### src/rtl/sjfs_pkg.sv
`timescale 1ns / 1ps
// ---------------------------------------------------------------------------
// sjfs_pkg
// Shared widths and types for the shortest-job-first scheduler.
// ---------------------------------------------------------------------------
package sjfs_pkg;

    localparam int MAX_JOBS  = 16;
    localparam int IDX_W     = $clog2(MAX_JOBS);
    localparam int CNT_W     = $clog2(MAX_JOBS + 1);
    localparam int ARR_W     = 16;
    localparam int BUR_W     = 16;
    localparam int TIME_W    = 22;
    localparam int SUM_W     = 28;
    localparam int JOB_IDX_W = 6;

    // Write of one job into the cell that owns the given slot.
    typedef struct packed {
        logic             en;
        logic [IDX_W-1:0] idx;
        logic [ARR_W-1:0] arr;
        logic [BUR_W-1:0] bur;
    } load_t;

    // Marks the job in the given slot as finished.
    typedef struct packed {
        logic             en;
        logic [IDX_W-1:0] idx;
    } clear_t;

    // Candidate record that walks down the row of cells during a scan.
    // The r_ fields track the shortest ready job, the p_ fields the
    // pending job with the earliest arrival (shortest burst on a tie).
    typedef struct packed {
        logic             active;
        logic             r_vld;
        logic [IDX_W-1:0] r_idx;
        logic [ARR_W-1:0] r_arr;
        logic [BUR_W-1:0] r_bur;
        logic             p_vld;
        logic [IDX_W-1:0] p_idx;
        logic [ARR_W-1:0] p_arr;
        logic [BUR_W-1:0] p_bur;
    } token_t;

endpackage

### src/rtl/sjfs_cell.sv
`timescale 1ns / 1ps
// ---------------------------------------------------------------------------
// sjfs_cell
// One job slot of the scheduler row: holds a job and merges it into the
// candidate record that passes through on its way to the next cell.
// ---------------------------------------------------------------------------
module sjfs_cell (
    input  logic                          clk,
    input  logic                          rst_n,
    input  logic [sjfs_pkg::IDX_W-1:0]    slot,
    input  logic [sjfs_pkg::TIME_W-1:0]   cur_time,
    input  sjfs_pkg::load_t               ld,
    input  sjfs_pkg::clear_t              clr,
    input  sjfs_pkg::token_t              tok_in,
    output sjfs_pkg::token_t              tok_out
);
    import sjfs_pkg::*;

    logic [ARR_W-1:0] arr_reg;
    logic [BUR_W-1:0] bur_reg;
    logic             live_reg;
    logic             live_next;
    token_t           tok_reg;
    token_t           tok_next;
    logic             is_ready;
    logic             take_r;
    logic             take_p;

    always_comb
    begin
        live_next = live_reg;
        if (ld.en && (ld.idx == slot))
        begin
            live_next = 1'b1;
        end
        else if (clr.en && (clr.idx == slot))
        begin
            live_next = 1'b0;
        end
    end

    // A job is ready once its arrival is not later than the clock.
    assign is_ready = live_reg && (TIME_W'(arr_reg) <= cur_time);
    // Strict compares keep the lower slot on a tie.
    assign take_r = is_ready && (!tok_in.r_vld || (bur_reg < tok_in.r_bur));
    assign take_p = live_reg && (!tok_in.p_vld || (arr_reg < tok_in.p_arr) ||
                    ((arr_reg == tok_in.p_arr) && (bur_reg < tok_in.p_bur)));

    always_comb
    begin
        tok_next = tok_in;
        if (take_r)
        begin
            tok_next.r_vld = 1'b1;
            tok_next.r_idx = slot;
            tok_next.r_arr = arr_reg;
            tok_next.r_bur = bur_reg;
        end
        if (take_p)
        begin
            tok_next.p_vld = 1'b1;
            tok_next.p_idx = slot;
            tok_next.p_arr = arr_reg;
            tok_next.p_bur = bur_reg;
        end
    end

    always_ff @(posedge clk or negedge rst_n)
    begin
        if (!rst_n)
        begin
            live_reg <= 1'b0;
            tok_reg  <= '0;
        end
        else
        begin
            live_reg <= live_next;
            tok_reg  <= tok_next;
        end
    end

    // Job contents carry no reset; they are only read while live.
    always_ff @(posedge clk)
    begin
        if (ld.en && (ld.idx == slot))
        begin
            arr_reg <= ld.arr;
            bur_reg <= ld.bur;
        end
    end

    assign tok_out = tok_reg;

endmodule

### src/rtl/shortest_job_first_scheduler.sv
`timescale 1ns / 1ps
// ---------------------------------------------------------------------------
// shortest_job_first_scheduler
// Non-preemptive shortest-job-first scheduler built from a row of job cells.
// ---------------------------------------------------------------------------
//
//  Channel   Handshake          Fields
//  --------  -----------------  ---------------------------------------------
//  job in    start & !busy      arrival_time, burst_length, last_job
//  result    done (one cycle)   job_index, wait_time, turnaround_time,
//                               total_wait, total_turnaround, last_result
//
// Jobs without last_job leave busy low.
// The transfer that carries last_job starts the schedule: for each result the
// controller injects the candidate record, lets it walk the row of cells and
// does the arithmetic in states S_CALC, S_SUM and S_TOTAL.
// Reset (rst_n low, asynchronous) empties every cell and returns to idle.
// The receiver cannot stall: each result is shown for exactly one cycle.
//
// Operation
// Each job lives in its own cell. To choose the next job, the controller
// injects an empty candidate record into cell 0. On every clock the record
// moves one cell further, and each cell replaces the ready candidate when its
// job has arrived and has a shorter burst, and the pending candidate when its
// job arrives earlier (or at the same time with a shorter burst). Strict
// compares keep the lowest index on ties. When the record leaves the last
// cell, the controller takes the ready candidate, or, when no job is ready
// yet, the pending one and moves the clock forward to its arrival. Since no
// job was ready, every pending job arrives at or after that time, so the
// earliest-arrival, shortest-burst job is exactly the one the normal rule
// would pick once the clock has jumped.
// ---------------------------------------------------------------------------
module shortest_job_first_scheduler (
    input  logic                             clk,
    input  logic                             rst_n,
    input  logic                             start,
    output logic                             busy,
    input  logic [sjfs_pkg::ARR_W-1:0]       arrival_time,
    input  logic [sjfs_pkg::BUR_W-1:0]       burst_length,
    input  logic                             last_job,
    output logic                             done,
    output logic [sjfs_pkg::JOB_IDX_W-1:0]   job_index,
    output logic [sjfs_pkg::TIME_W-1:0]      wait_time,
    output logic [sjfs_pkg::TIME_W-1:0]      turnaround_time,
    output logic [sjfs_pkg::SUM_W-1:0]       total_wait,
    output logic [sjfs_pkg::SUM_W-1:0]       total_turnaround,
    output logic                             last_result
);
    import sjfs_pkg::*;

    typedef enum logic [4:0] {
        S_IDLE  = 5'b00001,
        S_SCAN  = 5'b00010,
        S_CALC  = 5'b00100,
        S_SUM   = 5'b01000,
        S_TOTAL = 5'b10000
    } state_t;

    state_t            state_reg,   state_next;
    logic [CNT_W-1:0]  count_reg,   count_next;
    logic [CNT_W-1:0]  left_reg,    left_next;
    logic [TIME_W-1:0] time_reg,    time_next;
    logic              inj_reg,     inj_next;
    logic [IDX_W-1:0]  sel_idx_reg, sel_idx_next;
    logic [ARR_W-1:0]  sel_arr_reg, sel_arr_next;
    logic [BUR_W-1:0]  sel_bur_reg, sel_bur_next;
    logic [TIME_W-1:0] begin_reg,   begin_next;
    logic [TIME_W-1:0] wait_reg,    wait_next;
    logic [TIME_W-1:0] end_reg,     end_next;
    logic [TIME_W-1:0] turn_reg,    turn_next;
    logic [SUM_W-1:0]  wsum_reg,    wsum_next;
    logic [SUM_W-1:0]  tsum_reg,    tsum_next;
    logic              last_reg,    last_next;
    logic              strobe_reg,  strobe_next;

    load_t             ld;
    clear_t            clr;
    token_t            tok [MAX_JOBS+1];

    // The head of the row sees an empty record, marked active on injection.
    always_comb
    begin
        tok[0]        = '0;
        tok[0].active = inj_reg;
    end

    genvar gi;
    generate
        for (gi = 0; gi < MAX_JOBS; gi++)
        begin : g_cell
            sjfs_cell u_cell (
                .clk      (clk),
                .rst_n    (rst_n),
                .slot     (IDX_W'(gi)),
                .cur_time (time_reg),
                .ld       (ld),
                .clr      (clr),
                .tok_in   (tok[gi]),
                .tok_out  (tok[gi+1])
            );
        end
    endgenerate

    always_comb
    begin
        state_next   = state_reg;
        count_next   = count_reg;
        left_next    = left_reg;
        time_next    = time_reg;
        inj_next     = 1'b0;
        sel_idx_next = sel_idx_reg;
        sel_arr_next = sel_arr_reg;
        sel_bur_next = sel_bur_reg;
        begin_next   = begin_reg;
        wait_next    = wait_reg;
        end_next     = end_reg;
        turn_next    = turn_reg;
        wsum_next    = wsum_reg;
        tsum_next    = tsum_reg;
        last_next    = last_reg;
        strobe_next  = 1'b0;
        ld           = '0;
        clr          = '0;

        case (state_reg)
            S_IDLE:
            begin
                if (start)
                begin
                    // A job that finds the row full is dropped.
                    if (count_reg < CNT_W'(MAX_JOBS))
                    begin
                        ld.en      = 1'b1;
                        ld.idx     = count_reg[IDX_W-1:0];
                        ld.arr     = arrival_time;
                        ld.bur     = burst_length;
                        count_next = count_reg + CNT_W'(1);
                    end
                    if (last_job)
                    begin
                        left_next  = count_next;
                        time_next  = '0;
                        wsum_next  = '0;
                        tsum_next  = '0;
                        inj_next   = 1'b1;
                        state_next = S_SCAN;
                    end
                end
            end

            S_SCAN:
            begin
                if (tok[MAX_JOBS].active)
                begin
                    if (tok[MAX_JOBS].r_vld)
                    begin
                        sel_idx_next = tok[MAX_JOBS].r_idx;
                        sel_arr_next = tok[MAX_JOBS].r_arr;
                        sel_bur_next = tok[MAX_JOBS].r_bur;
                        begin_next   = time_reg;
                    end
                    else
                    begin
                        // Nothing has arrived yet: the clock jumps ahead.
                        sel_idx_next = tok[MAX_JOBS].p_idx;
                        sel_arr_next = tok[MAX_JOBS].p_arr;
                        sel_bur_next = tok[MAX_JOBS].p_bur;
                        begin_next   = TIME_W'(tok[MAX_JOBS].p_arr);
                    end
                    clr.en     = 1'b1;
                    clr.idx    = sel_idx_next;
                    state_next = S_CALC;
                end
            end

            S_CALC:
            begin
                wait_next  = begin_reg - TIME_W'(sel_arr_reg);
                end_next   = begin_reg + TIME_W'(sel_bur_reg);
                state_next = S_SUM;
            end

            S_SUM:
            begin
                turn_next  = end_reg - TIME_W'(sel_arr_reg);
                wsum_next  = wsum_reg + SUM_W'(wait_reg);
                state_next = S_TOTAL;
            end

            S_TOTAL:
            begin
                tsum_next   = tsum_reg + SUM_W'(turn_reg);
                time_next   = end_reg;
                strobe_next = 1'b1;
                last_next   = (left_reg == CNT_W'(1));
                left_next   = left_reg - CNT_W'(1);
                if (left_reg == CNT_W'(1))
                begin
                    count_next = '0;
                    state_next = S_IDLE;
                end
                else
                begin
                    inj_next   = 1'b1;
                    state_next = S_SCAN;
                end
            end

            default:
            begin
                state_next = S_IDLE;
            end
        endcase
    end

    always_ff @(posedge clk or negedge rst_n)
    begin
        if (!rst_n)
        begin
            state_reg  <= S_IDLE;
            count_reg  <= '0;
            left_reg   <= '0;
            time_reg   <= '0;
            inj_reg    <= 1'b0;
            strobe_reg <= 1'b0;
            last_reg   <= 1'b0;
            wsum_reg   <= '0;
            tsum_reg   <= '0;
        end
        else
        begin
            state_reg  <= state_next;
            count_reg  <= count_next;
            left_reg   <= left_next;
            time_reg   <= time_next;
            inj_reg    <= inj_next;
            strobe_reg <= strobe_next;
            last_reg   <= last_next;
            wsum_reg   <= wsum_next;
            tsum_reg   <= tsum_next;
        end
    end

    // Datapath registers; they are always written before they are shown.
    always_ff @(posedge clk)
    begin
        sel_idx_reg <= sel_idx_next;
        sel_arr_reg <= sel_arr_next;
        sel_bur_reg <= sel_bur_next;
        begin_reg   <= begin_next;
        wait_reg    <= wait_next;
        end_reg     <= end_next;
        turn_reg    <= turn_next;
    end

    // Result fields hold steady after each strobe until work on the next result updates them.
    assign busy             = (state_reg != S_IDLE);
    assign done             = strobe_reg;
    assign job_index        = JOB_IDX_W'(sel_idx_reg);
    assign wait_time        = wait_reg;
    assign turnaround_time  = turn_reg;
    assign total_wait       = wsum_reg;
    assign total_turnaround = tsum_reg;
    assign last_result      = last_reg;

endmodule

### config.mk
export PLATFORM = sky130hd
export DESIGN_NAME = shortest_job_first_scheduler
export DESIGN_NICKNAME = d
export VERILOG_FILES = /design/src/rtl/sjfs_pkg.sv /design/src/rtl/sjfs_cell.sv /design/src/rtl/shortest_job_first_scheduler.sv
export SDC_FILE = /design/constraint.sdc
export NUM_CORES = 2
export LEC_CHECK = 0
export BUFFER_PORTS_ARGS = -buffer_cell sky130_fd_sc_hd__buf_2
export CORE_MARGIN = 1
export CORE_UTILIZATION = 56
export CTS_CLUSTER_SIZE = 8
export DETAILED_ROUTE_END_ITERATION = 16
export MAX_ROUTING_LAYER = met4
export PLACE_DENSITY = 0.72
export SLEW_MARGIN = 20
export SYNTH_ARGS = -nofsm -noshare
export SYNTH_HDL_FRONTEND = slang
export SYNTH_SLANG_ARGS = --single-unit
### constraint.sdc
create_clock -name clk -period 8.45 [get_ports clk]
set_clock_uncertainty 0.1 [all_clocks]
set_input_delay 2.1125 -clock clk [delete_from_list [all_inputs] [get_ports clk]]
set_output_delay 2.1125 -clock clk [all_outputs]
set_load 0.1 [all_outputs]
Word-level counts from Yosys, hierarchy flattened
Index checks and enable logic that the tools add are counted.
W data, S select, Z words.
{ "word_totals": {"register_bits": 1947} }
{ "classes": {"reduce_logical": 193, "n_mux": 97, "add_sub_neg": 7, "order_cmp": 62, "eq_ne": 56} }
{ "op_table": {"columns": ["cell", "count"], "rows": [
  ["$mux W37", 34],
  ["$lt A16 B16 Y1", 45],
  ["$le A16 B22 Y1", 16],
  ["$eq A16 B16 Y1", 15],
  ["$pmux W28 S2", 2],
  ["$logic_and A1 B1 Y1", 93],
  ["$eq A4 B4 Y1 const B", 16],
  ["$add A28 B22 Y28", 2],
  ["$mux W28", 2],
  ["$mux W5", 10],
  ["$mux W16", 3],
  ["$logic_or A1 B1 Y1", 45],
  ["$mux W22", 2],
  ["$pmux W22 S2", 1],
  ["$sub A22 B16 Y22", 2],
  ["$mux W1", 36],
  ["$mux W36", 1],
  ["$reduce_bool A2 Y1", 18],
  ["$eq A4 B3 Y1 const B", 8],
  ["$logic_not A1 Y1", 30],
  ["$pmux W5 S5", 1],
  ["$add A22 B16 Y22", 1],
  ["$pmux W5 S2", 2],
  ["$eq A4 B2 Y1 const B", 4],
  ["18 further kinds", 26]
]} }

Longest topological paths before layout
{ "logic_depth": {"depth_word": 7, "mapped_depth": 12} }

Modules after synthesis
From an unflattened synthesis, not the netlist that was laid out.
{ "unflattened": {"cells_unflattened": 8184, "area_unflattened_um2": 101046.9} }
{ "by_module_without_submodules": {"columns": ["mod", "n_inst", "area_per_inst_um2", "cells_each"], "rows": [
  ["sjfs_cell (g_cell[0].u_cell ...)", 15, 5476.5, 428],
  ["shortest_job_first_scheduler", 1, 13321.5, 1340],
  ["sjfs_cell (g_cell[11].u_cell)", 1, 5577.8, 424]
]} }

Worst setup path before layout
No wires, ideal clock.
{ "synth_path": {"kind": "register -> register", "start": "reg state_reg[1]", "end": "reg end_reg[0], enable pin", "setup_ns": 0.556, "path_buffers": 0, "path_stages_with_launch": 3, "required_time_ns": 7.794, "t_arrival_ns": 4.893, "setup_slack_ns": 2.901, "cell_sequence": "dfrtp_1 > nor2_1 > nor4bb_1"} }
{ "synth_via": {"elab_chain_cells": 1} }
{ "synth_rtl": {"columns": ["element", "line", "source"], "rows": [
  ["from (decl)", "shortest_job_first_scheduler.sv:59", "state_t state_reg, state_next;"],
  ["from (signal assigned)", "shortest_job_first_scheduler.sv:232", "state_reg <= state_next;"],
  ["$eq A5 B3 Y1", "shortest_job_first_scheduler.sv:125", "case (state_reg)"],
  ["to (signal assigned)", "shortest_job_first_scheduler.sv:252", "end_reg <= end_next;"],
  ["to (decl)", "shortest_job_first_scheduler.sv:69", "logic [TIME_W-1:0] end_reg, end_next;"]
]} }
Every way passes these cells.
A chain may end at the register's enable or synchronous reset.

Final worst setup path
{ "layout_path": {"start": "reg state_reg[3]", "end": "out busy"} }
{ "layout_via": {"elab_chain_cells": 1} }
{ "layout_rtl": {"columns": ["element", "line", "source"], "rows": [
  ["$ne A5 B1 Y1", "shortest_job_first_scheduler.sv:257", "assign busy = (state_reg != S_IDLE);"],
  ["to (decl)", "shortest_job_first_scheduler.sv:37", "output logic busy,"]
]} }
Every way passes these cells.

==> Flow_metrics.wiki <==
{| class="wikitable"
! Metric !! Value
|-
| DP HPWL || 161,000 µm
|-
| Area inside the core boundary || 167,000 µm²
|-
| Simple-gate share of the synthesized area || 6.74%
|-
| TritonCTS clock tree || yes
|-
| Starting density of the core || 56.4%
|-
| Total vias in the final route || 57,600
|-
| Ranking of synthesized cells by area || dfrtp_1 (34%), edfxtp_1 (20%), ha_1 (14%)
|-
| Routability-driven placement congestion ratio || 0.953
|-
| Top_reg_cell synth || dfrtp_1
|-
| Die ar. || 170,000 µm²
|-
| Share of flip-flops with an asynchronous set or reset || 66.8%
|-
| Share of the synthesized area in the top cell type || 34.0%
|-
| Final TNS setup || 0 ns
|-
| Number of global-route vias before repair || 62,300
|-
| Post-synthesis share of cell area spent on xor and xnor gates || 0.846%
|-
| First-pass GRT wire length || 343,000 µm
|-
| CP required || 6.24 ns
|-
| Setup ws final || 3.65 ns
|-
| Total of flip-flops plus latches after synthesis || 1,917
|-
| Mean routed wirelength per cell || 21.4 µm
|-
| Delay of the slowest cell on the worst path || 0.59 ns
|-
| Area fraction in compound gates after synthesis || 8.43%
|-
| Mean area per synthesized cell || 12.8 µm²
|-
| Max rail drop VDD || 0.252 mV
|-
| Cell leakage power || 0.0484 µW
|-
| Largest family of logic cells by synthesized area || adder cells
|-
| Post-route fraction of the period consumed by the critical path || 56.8%
|-
| Min Tclk post-route || 4.80 ns
|-
| Slowest cell on the critical path || or4b_1
|-
| Post-Synth Adder-Cell Area || 13.9%
|-
| DRC violations left || 0
|-
| Count of placed standard cells in the final layout, fillers left out || 10,100
|-
| Biggest fanout along the worst timing path || 8
|-
| Crit path cell chain || or4b_1, nor2_2, inv_1, buf_2
|-
| Setup repair after global routing missed its margin || false
|-
| Arrival time reported for the critical path endpoint || 2.59 ns
|-
| Overflow left after global routing || 0
|-
| Footprint of the multi-input gates || 39,600 µm²
|-
| Number of gates given a new drive strength after cts || 0
|-
| Total of warnings raised by yosys || 0
|-
| Instance count of the mapped netlist || 7,385
|-
| Final Cell Area || 106,000 µm²
|-
| Total CTS buffers || 289
|-
| Proportion of synthesized area in mux cells || 11.7%
|-
| Slew @ Worst Pin || 1.14 ns
|-
| Hold Crit Class || flop to flop
|-
| Total Routing Usage GR || 26.8%
|-
| Cell taking the most area after synthesis || dfrtp_1
|-
| Power density over the cells || 329 nW/µm²
|-
| Portion of the post-synthesis area used by sequential elements || 54.3%
|-
| CTS Hold Bufs || 0
|-
| Maximum number of pins on one net before global-route repair || 176
|-
| Area growth syn-to-layout || 12.8%
|-
| Top-level port count || 145
|-
| Number of flops mapped to enable cells by yosys || 636
|-
| Syn Std Cell Area || 94,200 µm²
|-
| Number of antenna violations at the first check in global routing || 5
|-
| Leading cell type by number of instances after synthesis || dfrtp_1
|-
| ANT nets after route || 0
|-
| Max Clk Rate || 0.208 GHz
|-
| Worst-skew pair later-pin latency || 0.89 ns
|-
| Height of the die || 412 µm
|-
| Number of nets in the final layout || 8,823
|-
| Setup repair bufs after CTS || 0
|-
| Reg area || 51,200 µm²
|-
| Crit. End Element || output pin
|-
| Kind of critical path || flop to output pin
|-
| Worst-path clk slew || 0.05 ns
|-
| 1st-iter DRT viols || 3,367
|-
| H-tree levels || 5
|-
| Count of buffers from port buffering || 142
|-
| Worst relative slew slack || 23.9%
|-
| Setup slack at placement || 3.57 ns
|-
| Distinct cell type count of the synthesized netlist || 83
|-
| Result of the run || complete, no violations
|-
| Total wire length after detailed routing || 217,000 µm
|-
| Final-layout fill cell count || 12,300
|-
| Most numerous cell types in the synthesized netlist || dfrtp_1 (1,280), ha_1 (1,042), mux2_2 (953)
|-
| X dimension of the die || 412 µm
|-
| Number of maximum-capacitance violations || 0
|-
| Launching element type of the critical path || flop
|-
| Number of buffers between clock root and the deepest sink || 4
|-
| Final number of max-transition violations || 0
|-
| Clock root buffer || clkbuf_16
|-
| Number of core rows || 150
|-
| Share of post-route cells with drive strength above 1 || 20.1%
|-
| Per-cell via count in the routed design || 5.68
|-
| Placed Cells incl. Taps || 9,647
|-
| Number of search-and-repair iterations in the first detailed-routing pass || 7
|-
| Placed standard-cell area || 97,900 µm²
|-
| Setup Viol. Count Final || 0
|-
| Number of sinks on the clock net || 1,917
|-
| Final Hold Violating Endpoints || 0
|-
| Number of flip-flops in the largest register || 1,169
|}
## worst max-delay path, delay by kind of cell (launching register included)
| family | cells | cell delay [ns] |
|---|---|---|
| simple gates | 2 | 0.83 |
| buf+inv | 2 | 0.42 |
| flops | 1 | 0.46 |
## final cells by class
| class | instances | area share, % |
|---|---|---|
| inverter | 793 | 2.80 |
| sequential | 1917 | 48.2 |
| tap | 2204 | 2.60 |
| clock inverter | 4 | 0.0330 |
| antenna | 2 | 0.00471 |
| timing repair buffer | 225 | 1.45 |
| multi-input combinational | 4514 | 37.3 |
| clock buffer | 480 | 7.65 |
## cells in the final DEF (no fill, tap or decap), types with 36 or more instances in the layout
| master | n |
|---|---|
| a211oi_1 | 43 |
| a21o_1 | 315 |
| a21oi_1 | 293 |
| and2_1 | 58 |
| and3_1 | 40 |
| buf_2 | 141 |
| buf_4 | 71 |
| clkbuf_1 | 182 |
| clkbuf_16 | 297 |
| dfrtp_1 | 1279 |
| edfxtp_1 | 636 |
| ha_1 | 1042 |
| inv_1 | 793 |
| mux2_2 | 953 |
| nand2_1 | 209 |
| nand2b_1 | 98 |
| nand3_1 | 86 |
| nand4_1 | 178 |
| nor2_1 | 196 |
| nor2b_1 | 114 |
| o21a_1 | 62 |
| o21ai_0 | 260 |
| or2_2 | 59 |
| xnor2_1 | 55 |
| xor2_1 | 36 |
## report_power, final
group          switching (µW)  total [µW]  internal (µW)  leakage [µW]
Combinational            5490       10600           5080        0.0233
Sequential               1410       14000          12600        0.0212
Clock                    3910       10400           6470       0.00390
## metal layers
| metal | GRT usage (%) | up-vias | share of wire [%] |
|---|---|---|---|
| li1 | - | 27300 | - |
| met1 | 30.2 | 28400 | 39 |
| met2 | 46.7 | 1352 | 52 |
| met3 | 3.73 | 616 | 3.9 |
| met4 | 13.2 | 0 | 5.0 |
| met5 | - | - | 0 |
## kinds of logic after synthesis
| logic type | after synthesis |
|---|---|
| flops | 1917 |
| compound gates | 1208 |
| simple gates | 1185 |
| fa+ha+maj | 1047 |
| mux | 981 |
| buf+inv | 955 |
| xor+xnor | 91 |
| other cells | 1 |
## stage by stage
stage	total power, µW	hold WS, ns	util [%]
final	35000	0.241	63.6
after global routing	37000	0.248	63.6
after CTS	35200	0.240	63.5
after detailed placement	24500	0.237	58.6
after global placement	24200	0.236	58.6
after floorplan	21300	0.231	-
## path summary, 6_finish.rpt
kind                                            endpoint                         start  slack, ns  cells past startpoint
min                         g_cell[6].u_cell.tok_out[74]  g_cell[5].u_cell.tok_out[74]       0.24                      0
max reg2reg                 g_cell[6].u_cell.arr_reg[15]                  state_reg[3]       4.37                      7
min reg2reg                 g_cell[6].u_cell.tok_out[74]  g_cell[5].u_cell.tok_out[74]       0.24                      0
min in group asynchronous  g_cell[13].u_cell.tok_out[38]                         rst_n       1.20                      1
max in group asynchronous   g_cell[6].u_cell.tok_out[65]                         rst_n       5.59                      2
max                                                 busy                  state_reg[3]       3.65                      4
Power figures use the tool's default switching activity.
